File: src/hdl/lcdc_pkg.sv
// Shared types and constants for the page-addressed LCD controller.
// Holds the request/result payload structs, command codes and panel geometry.
// No dependencies.
package lcdc_pkg;

  // Panel geometry
  localparam int WIDTH_PX         = 96;
  localparam int HEIGHT_PX        = 64;
  localparam int COLUMNS_PER_PAGE = 128;
  localparam int NUM_PAGES        = 16;

  // Display memory: 4096 bytes, split into an even and an odd bank
  localparam int MEM_AW  = 12;
  localparam int BANK_AW = MEM_AW - 1;

  // Request opcodes (code 3 is a no-op)
  localparam logic [1:0] OP_CMD   = 2'd0;
  localparam logic [1:0] OP_WRITE = 2'd1;
  localparam logic [1:0] OP_READ  = 2'd2;

  // Command byte codes
  localparam logic [7:0] CMD_COL_LO_MIN = 8'h00;
  localparam logic [7:0] CMD_COL_LO_MAX = 8'h0F;
  localparam logic [7:0] CMD_COL_HI_MIN = 8'h10;
  localparam logic [7:0] CMD_COL_HI_MAX = 8'h17;
  localparam logic [7:0] CMD_OFFSET_MIN = 8'h40;
  localparam logic [7:0] CMD_OFFSET_MAX = 8'h43;
  localparam logic [7:0] CMD_PAGE_MIN   = 8'hB0;
  localparam logic [7:0] CMD_PAGE_MAX   = 8'hBF;
  localparam logic [7:0] CMD_CONTRAST   = 8'h81;
  localparam logic [7:0] CMD_SLEEP_ON   = 8'hA9;
  localparam logic [7:0] CMD_SLEEP_OFF  = 8'hE1;

  typedef enum logic [1:0] {
    MODE_WAIT     = 2'd0,
    MODE_CONTRAST = 2'd1,
    MODE_OFFSET   = 2'd2
  } lcdc_mode_t;

  typedef struct packed {
    logic [7:0] contrast;
    logic       sleep;
    logic [6:0] column;
    logic [3:0] page;
    logic [4:0] offset;
  } lcdc_regs_t;

  typedef struct packed {
    logic [1:0]  op;
    logic [7:0]  byte_value;
    logic [11:0] mem_address;
    logic [6:0]  pixel_x;
    logic [5:0]  pixel_y;
  } lcdc_in_t;

  typedef struct packed {
    logic [1:0] palette_index;
    logic [7:0] contrast_level;
    logic       power_save;
    logic [6:0] column_address;
    logic [3:0] page_address;
    logic [4:0] scroll_pages;
  } lcdc_out_t;

endpackage

File: src/hdl/lcdc_cmd_dec.sv
// Command byte decoder and controller register file.
// Tracks two-byte sequences with a small state machine; uses lcdc_pkg.
module lcdc_cmd_dec (
  input  logic              clk,
  input  logic              rst_n,
  input  logic              cmd_we,
  input  logic [7:0]        cmd_byte,
  output lcdc_pkg::lcdc_regs_t regs_o,
  output lcdc_pkg::lcdc_regs_t regs_nxt_o
);

  lcdc_pkg::lcdc_mode_t mode_r, mode_nxt;
  lcdc_pkg::lcdc_regs_t regs_r, regs_nxt;

  // Next state
  always_comb begin
    mode_nxt = mode_r;
    if (cmd_we) begin
      unique case (mode_r)
        lcdc_pkg::MODE_CONTRAST: mode_nxt = lcdc_pkg::MODE_WAIT;
        lcdc_pkg::MODE_OFFSET:   mode_nxt = lcdc_pkg::MODE_WAIT;
        default: begin
          unique case (cmd_byte) inside
            [lcdc_pkg::CMD_OFFSET_MIN:lcdc_pkg::CMD_OFFSET_MAX]:
              mode_nxt = lcdc_pkg::MODE_OFFSET;
            lcdc_pkg::CMD_CONTRAST: mode_nxt = lcdc_pkg::MODE_CONTRAST;
            default:                mode_nxt = lcdc_pkg::MODE_WAIT;
          endcase
        end
      endcase
    end
  end

  // Register updates
  always_comb begin
    regs_nxt = regs_r;
    if (cmd_we) begin
      unique case (mode_r)
        lcdc_pkg::MODE_CONTRAST: regs_nxt.contrast = cmd_byte;
        lcdc_pkg::MODE_OFFSET:   regs_nxt.offset   = cmd_byte[7:3];
        default: begin
          unique case (cmd_byte) inside
            [lcdc_pkg::CMD_COL_LO_MIN:lcdc_pkg::CMD_COL_LO_MAX]:
              regs_nxt.column[3:0] = cmd_byte[3:0];
            [lcdc_pkg::CMD_COL_HI_MIN:lcdc_pkg::CMD_COL_HI_MAX]:
              regs_nxt.column[6:4] = cmd_byte[2:0];
            [lcdc_pkg::CMD_PAGE_MIN:lcdc_pkg::CMD_PAGE_MAX]:
              regs_nxt.page = cmd_byte[3:0];
            lcdc_pkg::CMD_SLEEP_ON:  regs_nxt.sleep = 1'b1;
            lcdc_pkg::CMD_SLEEP_OFF: regs_nxt.sleep = 1'b0;
            default: ;
          endcase
        end
      endcase
    end
  end

  always_ff @(posedge clk) begin
    if (!rst_n) begin
      mode_r <= lcdc_pkg::MODE_WAIT;
      regs_r <= '0;
    end else begin
      mode_r <= mode_nxt;
      regs_r <= regs_nxt;
    end
  end

  assign regs_o     = regs_r;
  assign regs_nxt_o = regs_nxt;

endmodule

File: config.mk
export PLATFORM = sky130hd
export DESIGN_NAME = lcdc_cmd_dec
export DESIGN_NICKNAME = d
export VERILOG_FILES = /design/src/hdl/lcdc_pkg.sv /design/src/hdl/lcdc_cmd_dec.sv
export SDC_FILE = /design/constraint.sdc
export NUM_CORES = 1
export LEC_CHECK = 0
export BUFFER_PORTS_ARGS = -buffer_cell sky130_fd_sc_hd__buf_2
export CELL_PAD_IN_SITES_DETAIL_PLACEMENT = 1
export CELL_PAD_IN_SITES_GLOBAL_PLACEMENT = 2
export CORE_UTILIZATION = 29
export CTS_BUF_LIST = sky130_fd_sc_hd__clkbuf_4 sky130_fd_sc_hd__clkbuf_8
export CTS_CLUSTER_SIZE = 40
export DETAILED_ROUTE_END_ITERATION = 10
export PLACE_DENSITY = 0.82
export SLEW_MARGIN = 15
export SYNTH_ARGS = -nofsm -noshare
export SYNTH_HDL_FRONTEND = slang
export SYNTH_SLANG_ARGS = --single-unit
File: constraint.sdc
create_clock -name clk -period 4.2 [get_ports clk]
set_input_delay 0.63 -clock clk [delete_from_list [all_inputs] [get_ports clk]]
set_output_delay 0.63 -clock clk [all_outputs]
set_load 0.02 [all_outputs]
# Word level (Yosys, flattened, before mapping)
# Cells that the tools add are included.
[op_classes]
addsub = 0
mul = 0
div_mod_pow = 0
n_lt_le_gt_ge = 8
n_eq_ne = 5
n_shift = 0
n_mux = 10
bitwise_logic = 0
n_reduce_logical = 5
[op_table]
columns = ["cell", "count"]
rows = [
  ["$mux 25", 1],
  ["$eq 8x8->1 const B", 3],
  ["$mux 12", 1],
  ["$ge 8x1->1 const B", 1],
  ["$ge 8x5->1 const B", 1],
  ["$ge 8x7->1 const B", 1],
  ["$ge 8x8->1 const B", 1],
  ["$le 8x4->1 const B", 1],
  ["$le 8x5->1 const B", 1],
  ["$le 8x7->1 const B", 1],
  ["$le 8x8->1 const B", 1],
  ["$mux 4", 2],
  ["$mux 8", 1],
  ["$mux 5", 1],
  ["$logic_and 1x1->1", 4],
  ["$pmux 2 s2", 1],
  ["$mux 3", 1],
  ["$eq 2x1->1 const B", 1],
  ["$eq 2x2->1 const B", 1],
  ["$mux 2", 1],
  ["$pmux 1 s2", 1],
  ["$reduce_or 2->1", 1],
]
[totals]
register_bits = 27
latchBits = 0
ramBits = 0
mem_bits_ro = 0
inputBits = 11
word_cells = 34
mem_count = 0

# Longest topological paths before layout
# Gate-level depths: netlist of run 1.
[depth]
depth_word = 5
mapped_depth = 5

# Worst setup path after synthesis of run 1
# OpenSTA, ideal clock, no wires.
[synth_path]
path_kind = "input to output"
startpoint = "input port cmd_byte[4]"
endpoint = "output port regs_nxt_o[10] in the netlist's numbering"
arrival_time_ps = 1618
path_slack_ps = 1952
stages = 4
n_path_buf = 1
cell_sequence = "buf_2 -> or3b_2 -> o21ai_0 -> nand2_1"
[synth_lines]
columns = ["item", "line", "rtl"]
rows = [
  ["start, declared", "lcdc_cmd_dec.sv:7", "input logic [7:0] cmd_byte,"],
  ["end, declared", "lcdc_cmd_dec.sv:9", "output lcdc_pkg::lcdc_regs_t regs_nxt_o"],
]

==> key figures, run 1 <==
Status
  – Status: completed

Global routing
  – Overall routing resource usage: 17.1%
  – Pin count of the biggest net entering global routing: 27
  – Number of global-route vias before repair: 1224
  – Global-route wire length before repair: 5.89 mm
  – Initial antenna violation count: 0
  – Total grt overflow: 0

STA
  – Slew Viols, Final: 0
  – Min Tclk post-route: 2.82 ns
  – Clk_skew: 0.00523 ns
  – Fmax: 355 MHz
  – Final worst slack: 1.38 ns
  – Share of the clock period used by the worst path: 67.1%
  – RSZ-0062 raised after global routing: no
  – Hold Fails Final Rpt: 0
  – Hold Slack: 0.483 ns
  – Worst slew pin tran: 0.540 ns
  – Worst slew margin: 63.5%
  – Final setup violation count: 0
  – Final TNS setup: 0 ns

Clock network
  – TritonCTS clock tree: built
  – Source-to-sink clock delay at the later pin of the worst-skew pair: 0.27 ns
  – CTS Sinks: 27
  – Post-CTS Setup Bufs: 0
  – Clock Path Buffers: 2
  – Hold_buf cts: 0
  – Clock Pin Slew Worst Setup and Hold Paths: 0.09 ns
  – Post_cts resized: 0
  – CTS Buf Count: 3
  – Root buf cell: clkbuf_8
  – H-tree depth: 1

Detailed routing
  – Drt pass-1 iters: 3
  – # DRC: 0
  – Vias per cell: 4.90
  – Total number of vias: 1172
  – ANT nets after route: 0
  – Wire per inst: 15.2 um
  – Final WL: 3.63 mm
  – DR iter-0 viols: 32

Final layout
  – Share of layout cells above drive strength 1: 46.6%
  – FILL cells: 529
  – Most frequent cells in the layout: 60 x buf_2, 27 x dfxtp_1, 18 x nand2_1, 17 x mux2_2, 13 x and2_1
  – Final nets: 203
  – Most common cell after layout, fill and taps aside: buf_2
  – Area Overhead vs Synth: 30.7%
  – Ant. Diodes: 0

Floorplanning
  – Initial Utilization: 31.1%
  – Num ports: 61
  – Die H: 68.7 um
  – Die width: 68.7 um
  – Area of the core: 0.00414 mm^2
  – Die area: 0.00471 mm^2
  – Rows: 23

Synthesis
  – Synth unique cells: 29
  – Syn Area/Cell: 9.99 um^2
  – Ys async rst share: 0%
  – Post-synth EDFFs: 0
  – Top_reg_cell synth: dfxtp_1
  – Yosys warning total: 0
  – FF+latch count, synth: 27
  – Syn Inst Count: 129
  – Synth Cell Area: 0.00129 mm^2
  – Synthesized Nets: 142
  – Register area share after synthesis: 41.9%

Power
  – PD cells: 268 mW/mm^2
  – Worst IR drop on VDD: 0.131 mV
  – Leak: 0.937 nW

Worst hold path
  – Hold Crit Class: reg2reg

Critical path
  – Critical-path maximum fanout: 6
  – Critical path endpoint category: output port
  – Critical Path AT: 2.19 ns
  – Required @ worst endpoint: 3.57 ns
  – Worst Path Buf+Inv: 2
  – Crit path largest cell delay: 0.44 ns
  – R2r setup slk: 2.44 ns
  – Critical path class: reg2out
  – CP max-delay cell: nor3b_1
  – Worst Setup Start Kind: flip-flop
  – CP top delay family: simple AND/OR/NAND/NOR gates
  – CP Cell Sequence: inv_1 -> ha_1 -> nor3b_1 -> nand3_4 -> mux2_4 -> buf_2

Placement
  – GP Congestion: 0.820
  – Post-DP HPWL: 2.86 mm
  – IO buf count: 60
  – DP Worst Slack: 1.65 ns

Run
  – Maxcap violations: 0
## metrics by stage
| stage | instances | utilization [%] | area, um^2 | total power [W] |
|---|---|---|---|---|
| 6_report | 239 | 40.6 | 1680 | 0.000451 |
| 5_1_grt | 239 | 40.6 | 1680 | 0.000475 |
| 4_1_cts | 239 | 40.6 | 1680 | 0.000461 |
| 3_5_place_dp | 235 | 39.5 | 1640 | 0.000305 |
| 3_3_place_gp | 235 | 39.5 | 1640 | 0.000303 |
| 2_1_floorplan | 129 | - | 1290 | 0.000286 |
## worst register-to-register path, cell delays in order (launching register included)
cell,delay (ns)
dfxtp_1,0.37
inv_1,0.06
ha_1,0.34
or3b_2,0.52
o21ai_0,0.26
a21oi_1,0.10
## kinds of logic (layout without fill, tap and decap cells)
logic type | after synthesis | after routing | synth area share (%)
AOI/OAI and AO/OA | 12 | 12 | 5.53
adders and majority gates | 2 | 2 | 1.94
buffers and inverters | 9 | 69 | 2.72
DFF | 27 | 27 | 41.9
muxes | 27 | 27 | 23.8
and+or+nand+nor | 52 | 52 | 24.1
## state kept, by name (all words and copies together), names as in the netlist
name / count
regs_o: 25
mode_r: 2
## per-layer routing
metal  part of all wire [%]  track usage, %
met3                    6.0            4.28
met1                     41            17.9
met2                     51            32.5
met4                    1.9            5.99
met5                      0               0
## Yosys cell counts, types with 3 or more instances
| library cell | count | share of area (%) |
|---|---|---|
| nand2_1 | 18 | 5.2 |
| nor2_1 | 3 | 0.87 |
| nand3_1 | 4 | 1.6 |
| clkbuf_1 | 3 | 0.87 |
| a21oi_1 | 5 | 1.9 |
| o21ai_0 | 4 | 1.6 |
| dfxtp_1 | 27 | 42 |
| mux2i_1 | 7 | 5.4 |
| mux2_2 | 17 | 15 |
| mux2_4 | 3 | 3.5 |
| and2_1 | 13 | 6.3 |
| inv_1 | 5 | 1.5 |
## area by class of cell
class | count | area, um^2 | area share (%)
Inverter | 5 | 18.8 | 1.11
Tap cell | 50 | 62.6 | 3.71
Sequential cell | 27 | 541 | 32.1
Clock buffer | 4 | 48.8 | 2.90
Multi-Input combinational cell | 93 | 713 | 42.3
Timing Repair Buffer | 60 | 300 | 17.8
## final timing paths
path / to / depth (start not counted) / startpoint
setup / recovery: regs_nxt_o[15] / 6 / mode_r[0]
hold / removal: regs_o[15] / 2 / regs_o[15]
setup reg to reg: regs_o[9] / 5 / mode_r[0]
hold reg to reg: regs_o[15] / 2 / regs_o[15]
## where the power goes
group          internal, W  total (W)  switching (W)
logic            0.0000131  0.0000403      0.0000273
clock network    0.0000744   0.000152      0.0000779
registers         0.000257   0.000258    0.000000790
total             0.000345   0.000451       0.000106
(Power assumes the default switching activity.)
==> run 2, diff against run 1 <==
--- a/config.mk
+++ b/config.mk
@@ -5,14 +5,15 @@
 export SDC_FILE = /design/constraint.sdc
 export NUM_CORES = 1
 export LEC_CHECK = 0
+export ABC_AREA = 1
 export BUFFER_PORTS_ARGS = -buffer_cell sky130_fd_sc_hd__buf_2
 export CELL_PAD_IN_SITES_DETAIL_PLACEMENT = 1
 export CELL_PAD_IN_SITES_GLOBAL_PLACEMENT = 2
-export CORE_UTILIZATION = 29
+export CORE_UTILIZATION = 23
 export CTS_BUF_LIST = sky130_fd_sc_hd__clkbuf_4 sky130_fd_sc_hd__clkbuf_8
 export CTS_CLUSTER_SIZE = 40
 export DETAILED_ROUTE_END_ITERATION = 10
-export PLACE_DENSITY = 0.82
+export PLACE_DENSITY = 0.76
 export SLEW_MARGIN = 15
 export SYNTH_ARGS = -nofsm -noshare
 export SYNTH_HDL_FRONTEND = slang
==> constraint.sdc (replaced) <==
create_clock -name clk -period 2.73 [get_ports clk]
set_input_delay 0.4095 -clock clk [delete_from_list [all_inputs] [get_ports clk]]
set_output_delay 0.4095 -clock clk [all_outputs]
set_load 0.02 [all_outputs]
==> run 2 against run 1 <==
  * The run now ends with DRC left
  * Power increased by 59%
  * Non-clock buffer count increased by 1
  * Sequential cell count unchanged
  * Sequential power increased by 55%
  * First-iteration DRC count increased by 16%
  * Hold slack got worse by 0.011 ns
  * Global-route usage decreased by 3.7 points
  * Combinational power increased by 110%
==> key figures, run 2 <==
Synthesis
  – Synth area leaders: dfxtp_1 41%, nand2_1 15%, inv_1 15%
  – Synth unique cells: 17
  – Yosys warning total: 0
  – Most frequent cell after synthesis: nand2_1
  – Syn Inst Count: 211
  – Post-synth EDFFs: 0
  – Register area share after synthesis: 41.1%
  – Commonest cells post-synth: 54 x nand2_1, 53 x inv_1, 30 x nor2_1, 27 x dfxtp_1, 12 x o21ai_1
  – Ys async rst share: 0%
  – Synth top area share: 41.1%
  – Top_reg_cell synth: dfxtp_1
  – Synthesized Nets: 224
  – Syn Area/Cell: 6.24 um^2
  – FF+latch count, synth: 27
  – Synth Cell Area: 0.00132 mm^2
  – Cell accounting for the most synthesized area: dfxtp_1

STA
  – Clk_skew: 0.00133 ns
  – RSZ-0062 raised after global routing: no
  – Share of the clock period used by the worst path: 79.8%
  – Worst slew margin: 67.3%
  – Min Tclk post-route: 2.18 ns
  – Final setup violation count: 0
  – Worst slew pin tran: 0.489 ns
  – Slew Viols, Final: 0
  – Fmax: 459 MHz
  – Hold Fails Final Rpt: 0
  – Hold Slack: 0.472 ns
  – Final TNS setup: 0 ns

Power
  – Sw frac: 26.6%
  – Sequential share of power: 55.9%
  – Comb power frac: 12.0%
  – Clk pwr share: 32.2%
  – Cell Int Power: 0.000524 W
  – Leak: 1.17 nW
  – Switching Power: 0.000190 W
  – Worst IR drop on VDD: 0.168 mV
  – Final Power: 0.000715 W
  – PD cells: 409 mW/mm^2

Detailed routing
  – Total number of vias: 1411
  – # DRC: 2
  – Drt pass-1 iters: 7
  – Highest routing layer actually used: met4
  – ANT nets after route: 0
  – Wire per inst: 10.9 um
  – M1 WL: 1.76 mm
  – Vias per cell: 4.09
  – Met3 WL: 229 um
  – DR iter-0 viols: 37
  – Final WL: 3.77 mm
  – Met2 Wirelength: 1.72 mm

Clock network
  – TritonCTS clock tree: built
  – Clock Path Buffers: 2
  – Root buf cell: clkbuf_8
  – Post-CTS Setup Bufs: 0
  – CTS Buf Count: 3
  – CTS Sinks: 27
  – H-tree depth: 1
  – Hold_buf cts: 0
  – Clock Pin Slew Worst Setup and Hold Paths: 0.09 ns
  – Source-to-sink clock delay at the later pin of the worst-skew pair: 0.27 ns
  – Post_cts resized: 0

Critical path
  – CP Cell Sequence: inv_1 -> ha_1 -> nand2_2 -> nor2_4 -> nand2_2 -> o21ai_1 -> inv_1 -> buf_2
  – Reg-to-Reg Start: mode_r[0]
  – CP max-delay cell: dfxtp_1
  – R2r setup slk: 1.28 ns
  – Worst R2R Path Depth: 7
  – Worst Setup Start Kind: flip-flop
  – Critical Path AT: 1.77 ns
  – Worst setup startpoint: mode_r[0]
  – Required @ worst endpoint: 2.32 ns
  – Worst Path Buf+Inv: 3
  – Critical path class: reg2out
  – Crit path largest cell delay: 0.36 ns
  – Worst Setup EP: regs_nxt_o[6]
  – RR Endpoint: regs_o[6]
  – Critical path depth: 8
  – Critical path endpoint category: output port
  – CP top delay family: simple AND/OR/NAND/NOR gates
  – Critical-path maximum fanout: 8

Placement
  – IO buf count: 60
  – Post-DP HPWL: 2.93 mm
  – GP Congestion: 0.796

Floorplanning
  – Die H: 77.7 um
  – Rows: 27
  – Die area: 0.00603 mm^2
  – Area of the core: 0.00551 mm^2
  – Num ports: 61
  – Die width: 77.7 um
  – Initial Utilization: 23.9%

Global routing
  – Total grt overflow: 0
  – Number of global-route vias before repair: 1356
  – Pin count of the biggest net entering global routing: 28
  – Overall routing resource usage: 13.4%
  – Initial antenna violation count: 0
  – Global-route wire length before repair: 6.31 mm

Final layout
  – Most frequent cells in the layout: 60 x buf_2, 54 x nand2_1, 53 x inv_1, 30 x nor2_1, 27 x dfxtp_1
  – Largest register FFs: 25
  – FILL cells: 756
  – Share of layout cells above drive strength 1: 26.4%
  – Final core utilization: 31.7%
  – Final nets: 287
  – Most common cell after layout, fill and taps aside: buf_2
  – Ant. Diodes: 0
  – Area Overhead vs Synth: 32.8%

Run
  – Maxcap violations: 0

Status
  – Failing checks: DRC
  – Status: finished with violations

Worst hold path
  – Hold Crit Class: in2reg
==> run 2: tightest hold or removal path, stage by stage <==
cell	delay (ns)
buf_2	0.14
nand2_1	0.09
a21oi_1	0.06
==> run 2: final cells by class <==
class / count / area, um^2 / area share, %
clock buffer: 3 / 41.3 / 2.36
sequential: 27 / 541 / 30.9
timing repair buffer: 61 / 308 / 17.6
tap: 72 / 90.1 / 5.15
multi-input combinational: 126 / 557 / 31.9
inverter: 55 / 206 / 11.8
clock inverter: 1 / 5.00 / 0.286
==> run 2: how the worst min path moves through the flow <==
stage                start          to  slack, ns  cells past startpoint
3_5_place_dp     regs_o[9]   regs_o[9]       0.48                      2
6_report       cmd_byte[1]  regs_o[10]       0.47                      3
5_1_grt        cmd_byte[2]  regs_o[11]       0.48                      3
2_1_floorplan    mode_r[1]   mode_r[1]       0.46                      2
3_3_place_gp    regs_o[16]  regs_o[16]       0.48                      2
4_1_cts        cmd_byte[1]  regs_o[10]       0.47                      3
==> run 2: routing by layer <==
| layer | GRT usage [%] | vias up |
|---|---|---|
| li1 | - | 738 |
| met4 | 5.09 | 0 |
| met3 | 3.06 | 6 |
| met1 | 16.7 | 624 |
| met5 | 0 | - |
| met2 | 22.2 | 43 |
==> run 2: power by group through the flow <==
| stage | Combinational (W) | Clock [W] | Sequential (W) |
|---|---|---|---|
| finish | 0.0000855 | 0.000230 | 0.000399 |
| CTS | 0.0000882 | 0.000244 | 0.000400 |
| global route | 0.0000967 | 0.000264 | 0.000400 |
| floorplan | 0.0000424 | 0 | 0.000413 |
| detailed placement | 0.0000877 | 0 | 0.000409 |
| global placement | 0.0000878 | 0 | 0.000409 |
==> run 2: logic make-up after synthesis <==
logic type | count (synthesis) | share of synthesized area [%]
DFF | 27 | 41.1
and+or+nand+nor | 99 | 30.9
adders and majority gates | 2 | 1.90
buffers and inverters | 58 | 16.6
AOI/OAI and AO/OA | 25 | 9.51
==> run 2: metrics by stage <==
stage	cell area [um^2]	worst slack, ns	std cells
final	1750	0.551	345
after global routing	1750	0.339	345
after CTS	1750	0.519	345
after detailed placement	1700	0.844	341
after global placement	1700	0.863	341
after floorplan	1320	1.06	211
==> run 3, diff against run 2 <==
--- a/config.mk
+++ b/config.mk
@@ -5,15 +5,15 @@
 export SDC_FILE = /design/constraint.sdc
 export NUM_CORES = 1
 export LEC_CHECK = 0
-export ABC_AREA = 1
+export ABC_AREA = 0
 export BUFFER_PORTS_ARGS = -buffer_cell sky130_fd_sc_hd__buf_2
 export CELL_PAD_IN_SITES_DETAIL_PLACEMENT = 1
 export CELL_PAD_IN_SITES_GLOBAL_PLACEMENT = 2
-export CORE_UTILIZATION = 23
+export CORE_UTILIZATION = 24
 export CTS_BUF_LIST = sky130_fd_sc_hd__clkbuf_4 sky130_fd_sc_hd__clkbuf_8
 export CTS_CLUSTER_SIZE = 40
 export DETAILED_ROUTE_END_ITERATION = 10
-export PLACE_DENSITY = 0.76
+export PLACE_DENSITY = 0.72
 export SLEW_MARGIN = 15
 export SYNTH_ARGS = -nofsm -noshare
 export SYNTH_HDL_FRONTEND = slang
==> constraint.sdc (replaced) <==
create_clock -name clk -period 1.9 [get_ports clk]
set_input_delay 0.285 -clock clk [delete_from_list [all_inputs] [get_ports clk]]
set_output_delay 0.285 -clock clk [all_outputs]
set_load 0.02 [all_outputs]
==> run 3 against run 2 <==
  * The run ends with setup timing left
  * Critical path depth decreased by 1
  * Register-to-register slack got worse by 1.3 ns
  * Global-route usage increased by 3.2 points
  * Final area increased by 22%
  * Clock power increased by 53%
  * Cell count decreased by 18%
  * Die area decreased by 6.0%
  * Largest power group unchanged
==> key figures, run 3 (same netlist as run 1, synthesis figures left out) <==
Worst hold path
  – Hold EP: regs_o[10]
  – Hold_sp: cmd_byte[1]
  – Hold Crit Class: in2reg
  – Worst Hold Depth: 3

Clock network
  – CTS Sinks: 27
  – Root buf cell: clkbuf_8
  – Source-to-sink clock delay at the later pin of the worst-skew pair: 0.28 ns
  – TritonCTS clock tree: built
  – CTS Buf Count: 3
  – Clock Pin Slew Worst Setup and Hold Paths: 0.09 ns
  – H-tree depth: 1
  – Clock Path Buffers: 2

STA
  – Share of the clock period used by the worst path: 114%
  – Hold Fails Final Rpt: 0
  – Fmax: 461 MHz
  – Slew Viols, Final: 0
  – Worst slew margin: 73.0%
  – Clk_skew: 0.00179 ns
  – RSZ-0062 raised after global routing: yes
  – Min Tclk post-route: 2.17 ns
  – Worst slew pin tran: 0.405 ns
  – Final worst slack: -0.268 ns
  – Final setup violation count: 13

Critical path
  – Worst Setup Start Kind: flip-flop
  – CP Cell Sequence: inv_2 -> ha_4 -> buf_4 -> nor2b_4 -> nand3_4 -> mux2_4 -> buf_6
  – Critical Path AT: 1.88 ns
  – CP top delay family: multiplexers
  – RR Endpoint: regs_o[16]
  – Critical path endpoint category: output port
  – Worst R2R Path Depth: 12
  – CP max-delay cell: mux2_4
  – Required @ worst endpoint: 1.62 ns
  – Critical path class: reg2out
  – Reg-to-Reg Start: mode_r[0]
  – Critical-path maximum fanout: 7
  – Crit path largest cell delay: 0.35 ns
  – R2r setup slk: -0.05 ns
  – Worst Path Buf+Inv: 3

Final layout
  – Final core utilization: 41.4%
  – Most frequent cells in the layout: 42 x buf_2, 25 x dfxtp_1, 22 x buf_4, 20 x buf_6, 17 x nand2_1
  – Most common cell after layout, fill and taps aside: buf_2
  – Share of layout cells above drive strength 1: 59.2%
  – Ant. Diodes: 0
  – Non-Filler Instances: 283
  – Area Overhead vs Synth: 65.0%
  – Final nets: 227
  – Largest register FFs: 25

Floorplanning
  – Die width: 75.3 um
  – Area of the core: 0.00514 mm^2
  – Die area: 0.00567 mm^2
  – Num ports: 61
  – Die H: 75.3 um
  – Initial Utilization: 25.1%
  – Rows: 26

Placement
  – Post-DP HPWL: 3.08 mm
  – GP Congestion: 0.735
  – Cell count after placement: 269
  – IO buf count: 60

Global routing
  – Pin count of the biggest net entering global routing: 27
  – Routing usage on met3: 4.55%
  – Most Used Layer, Global Route: met2
  – Met2 GRT Util: 31.3%
  – Overall routing resource usage: 16.6%
  – M1 GR Usage: 17.9%
  – Number of global-route vias before repair: 1402
  – Global-route wire length before repair: 6.90 mm
  – Total grt overflow: 0
  – Initial antenna violation count: 0

Power
  – PD cells: 494 mW/mm^2
  – Sequential share of power: 54.3%
  – Cell Int Power: 0.000787 W
  – Sw frac: 25.1%
  – Final Power: 0.00105 W
  – Worst IR drop on VDD: 0.379 mV
  – Clk pwr share: 33.5%
  – Switching Power: 0.000263 W
  – Leak: 1.11 nW
  – Comb power frac: 12.2%

Detailed routing
  – # DRC: 0
  – Drt pass-1 iters: 4
  – Vias per cell: 4.58
  – DR iter-0 viols: 32
  – ANT nets after route: 0
  – Total number of vias: 1297
  – Final WL: 4.38 mm
  – Wire per inst: 15.5 um

Status
  – Status: finished with violations
  – Failing checks: setup timing

Run
  – Maxcap violations: 0
## run 3: cell count changes in the layout (fill, tap and decap cells not counted), moves of 5 or more
cell and delta:
buf_2 -18, nand2_1 -37, o21ai_1 -12, mux2i_1 +7, buf_6 +20, nand3_1 -7
nor2_1 -27, mux2_2 +8, buf_4 +21, and2_1 +13, inv_1 -49, o21ai_0 -5
mux2_4 +12
## run 3: what timing repair did
action / in CTS / in global routing
setup endpoints to repair: 20 / 21
hold buffers: 0 / 0
resized for setup: 58 / 12
buffers inserted: 8 / 2
pin swaps: 4 / 2
## run 3: worst max-delay path by stage
stage                     end  cells after the start  startpoint
2_1_floorplan  regs_nxt_o[13]                      5   mode_r[0]
3_3_place_gp   regs_nxt_o[12]                      6   mode_r[0]
3_5_place_dp    regs_nxt_o[9]                      6   mode_r[0]
4_1_cts        regs_nxt_o[13]                      7   mode_r[0]
5_1_grt        regs_nxt_o[14]                      7   mode_r[0]
6_report        regs_nxt_o[7]                      7   mode_r[0]
## run 3: tightest hold or removal path, delay by kind of cell
family | cells | cell delay, ns
AOI/OAI and AO/OA | 1 | 0.06
buffers and inverters | 1 | 0.15
and+or+nand+nor | 1 | 0.08
## run 3: power groups by stage
stage	clock network, W	registers, W	logic [W]
global route	0.000392	0.000571	0.000140
floorplan	0	0.000587	0.0000458
detailed placement	0	0.000584	0.000105
CTS	0.000371	0.000571	0.000122
global placement	0	0.000583	0.000102
finish	0.000352	0.000570	0.000128
## run 3: final cells by class
type | instances | area (um^2)
fill | 617 | 3010
multi-input combinational | 93 | 828
timing repair buffer | 84 | 601
sequential | 27 | 543
tap | 70 | 87.6
clock buffer | 4 | 48.8
inverter | 5 | 18.8
## run 3: stage by stage
stage	instance area, um^2	TNS, ns	setup WS, ns	hold slack, ns
5_1_grt	2130	-3.53	-0.344	0.369
6_report	2130	-2.46	-0.268	0.337
4_1_cts	2060	-2.28	-0.263	0.351
3_5_place_dp	1770	-0.326	-0.0459	0.470
3_3_place_gp	1770	-0.132	-0.0262	0.452
2_1_floorplan	1290	0	0.0458	0.424
## run 3: layer usage
metal | share of wire (%) | wire [um]
met2 | 53 | 2300
met1 | 40 | 1750
met4 | 1.9 | 82
met5 | 0 | 0
met3 | 5.6 | 247
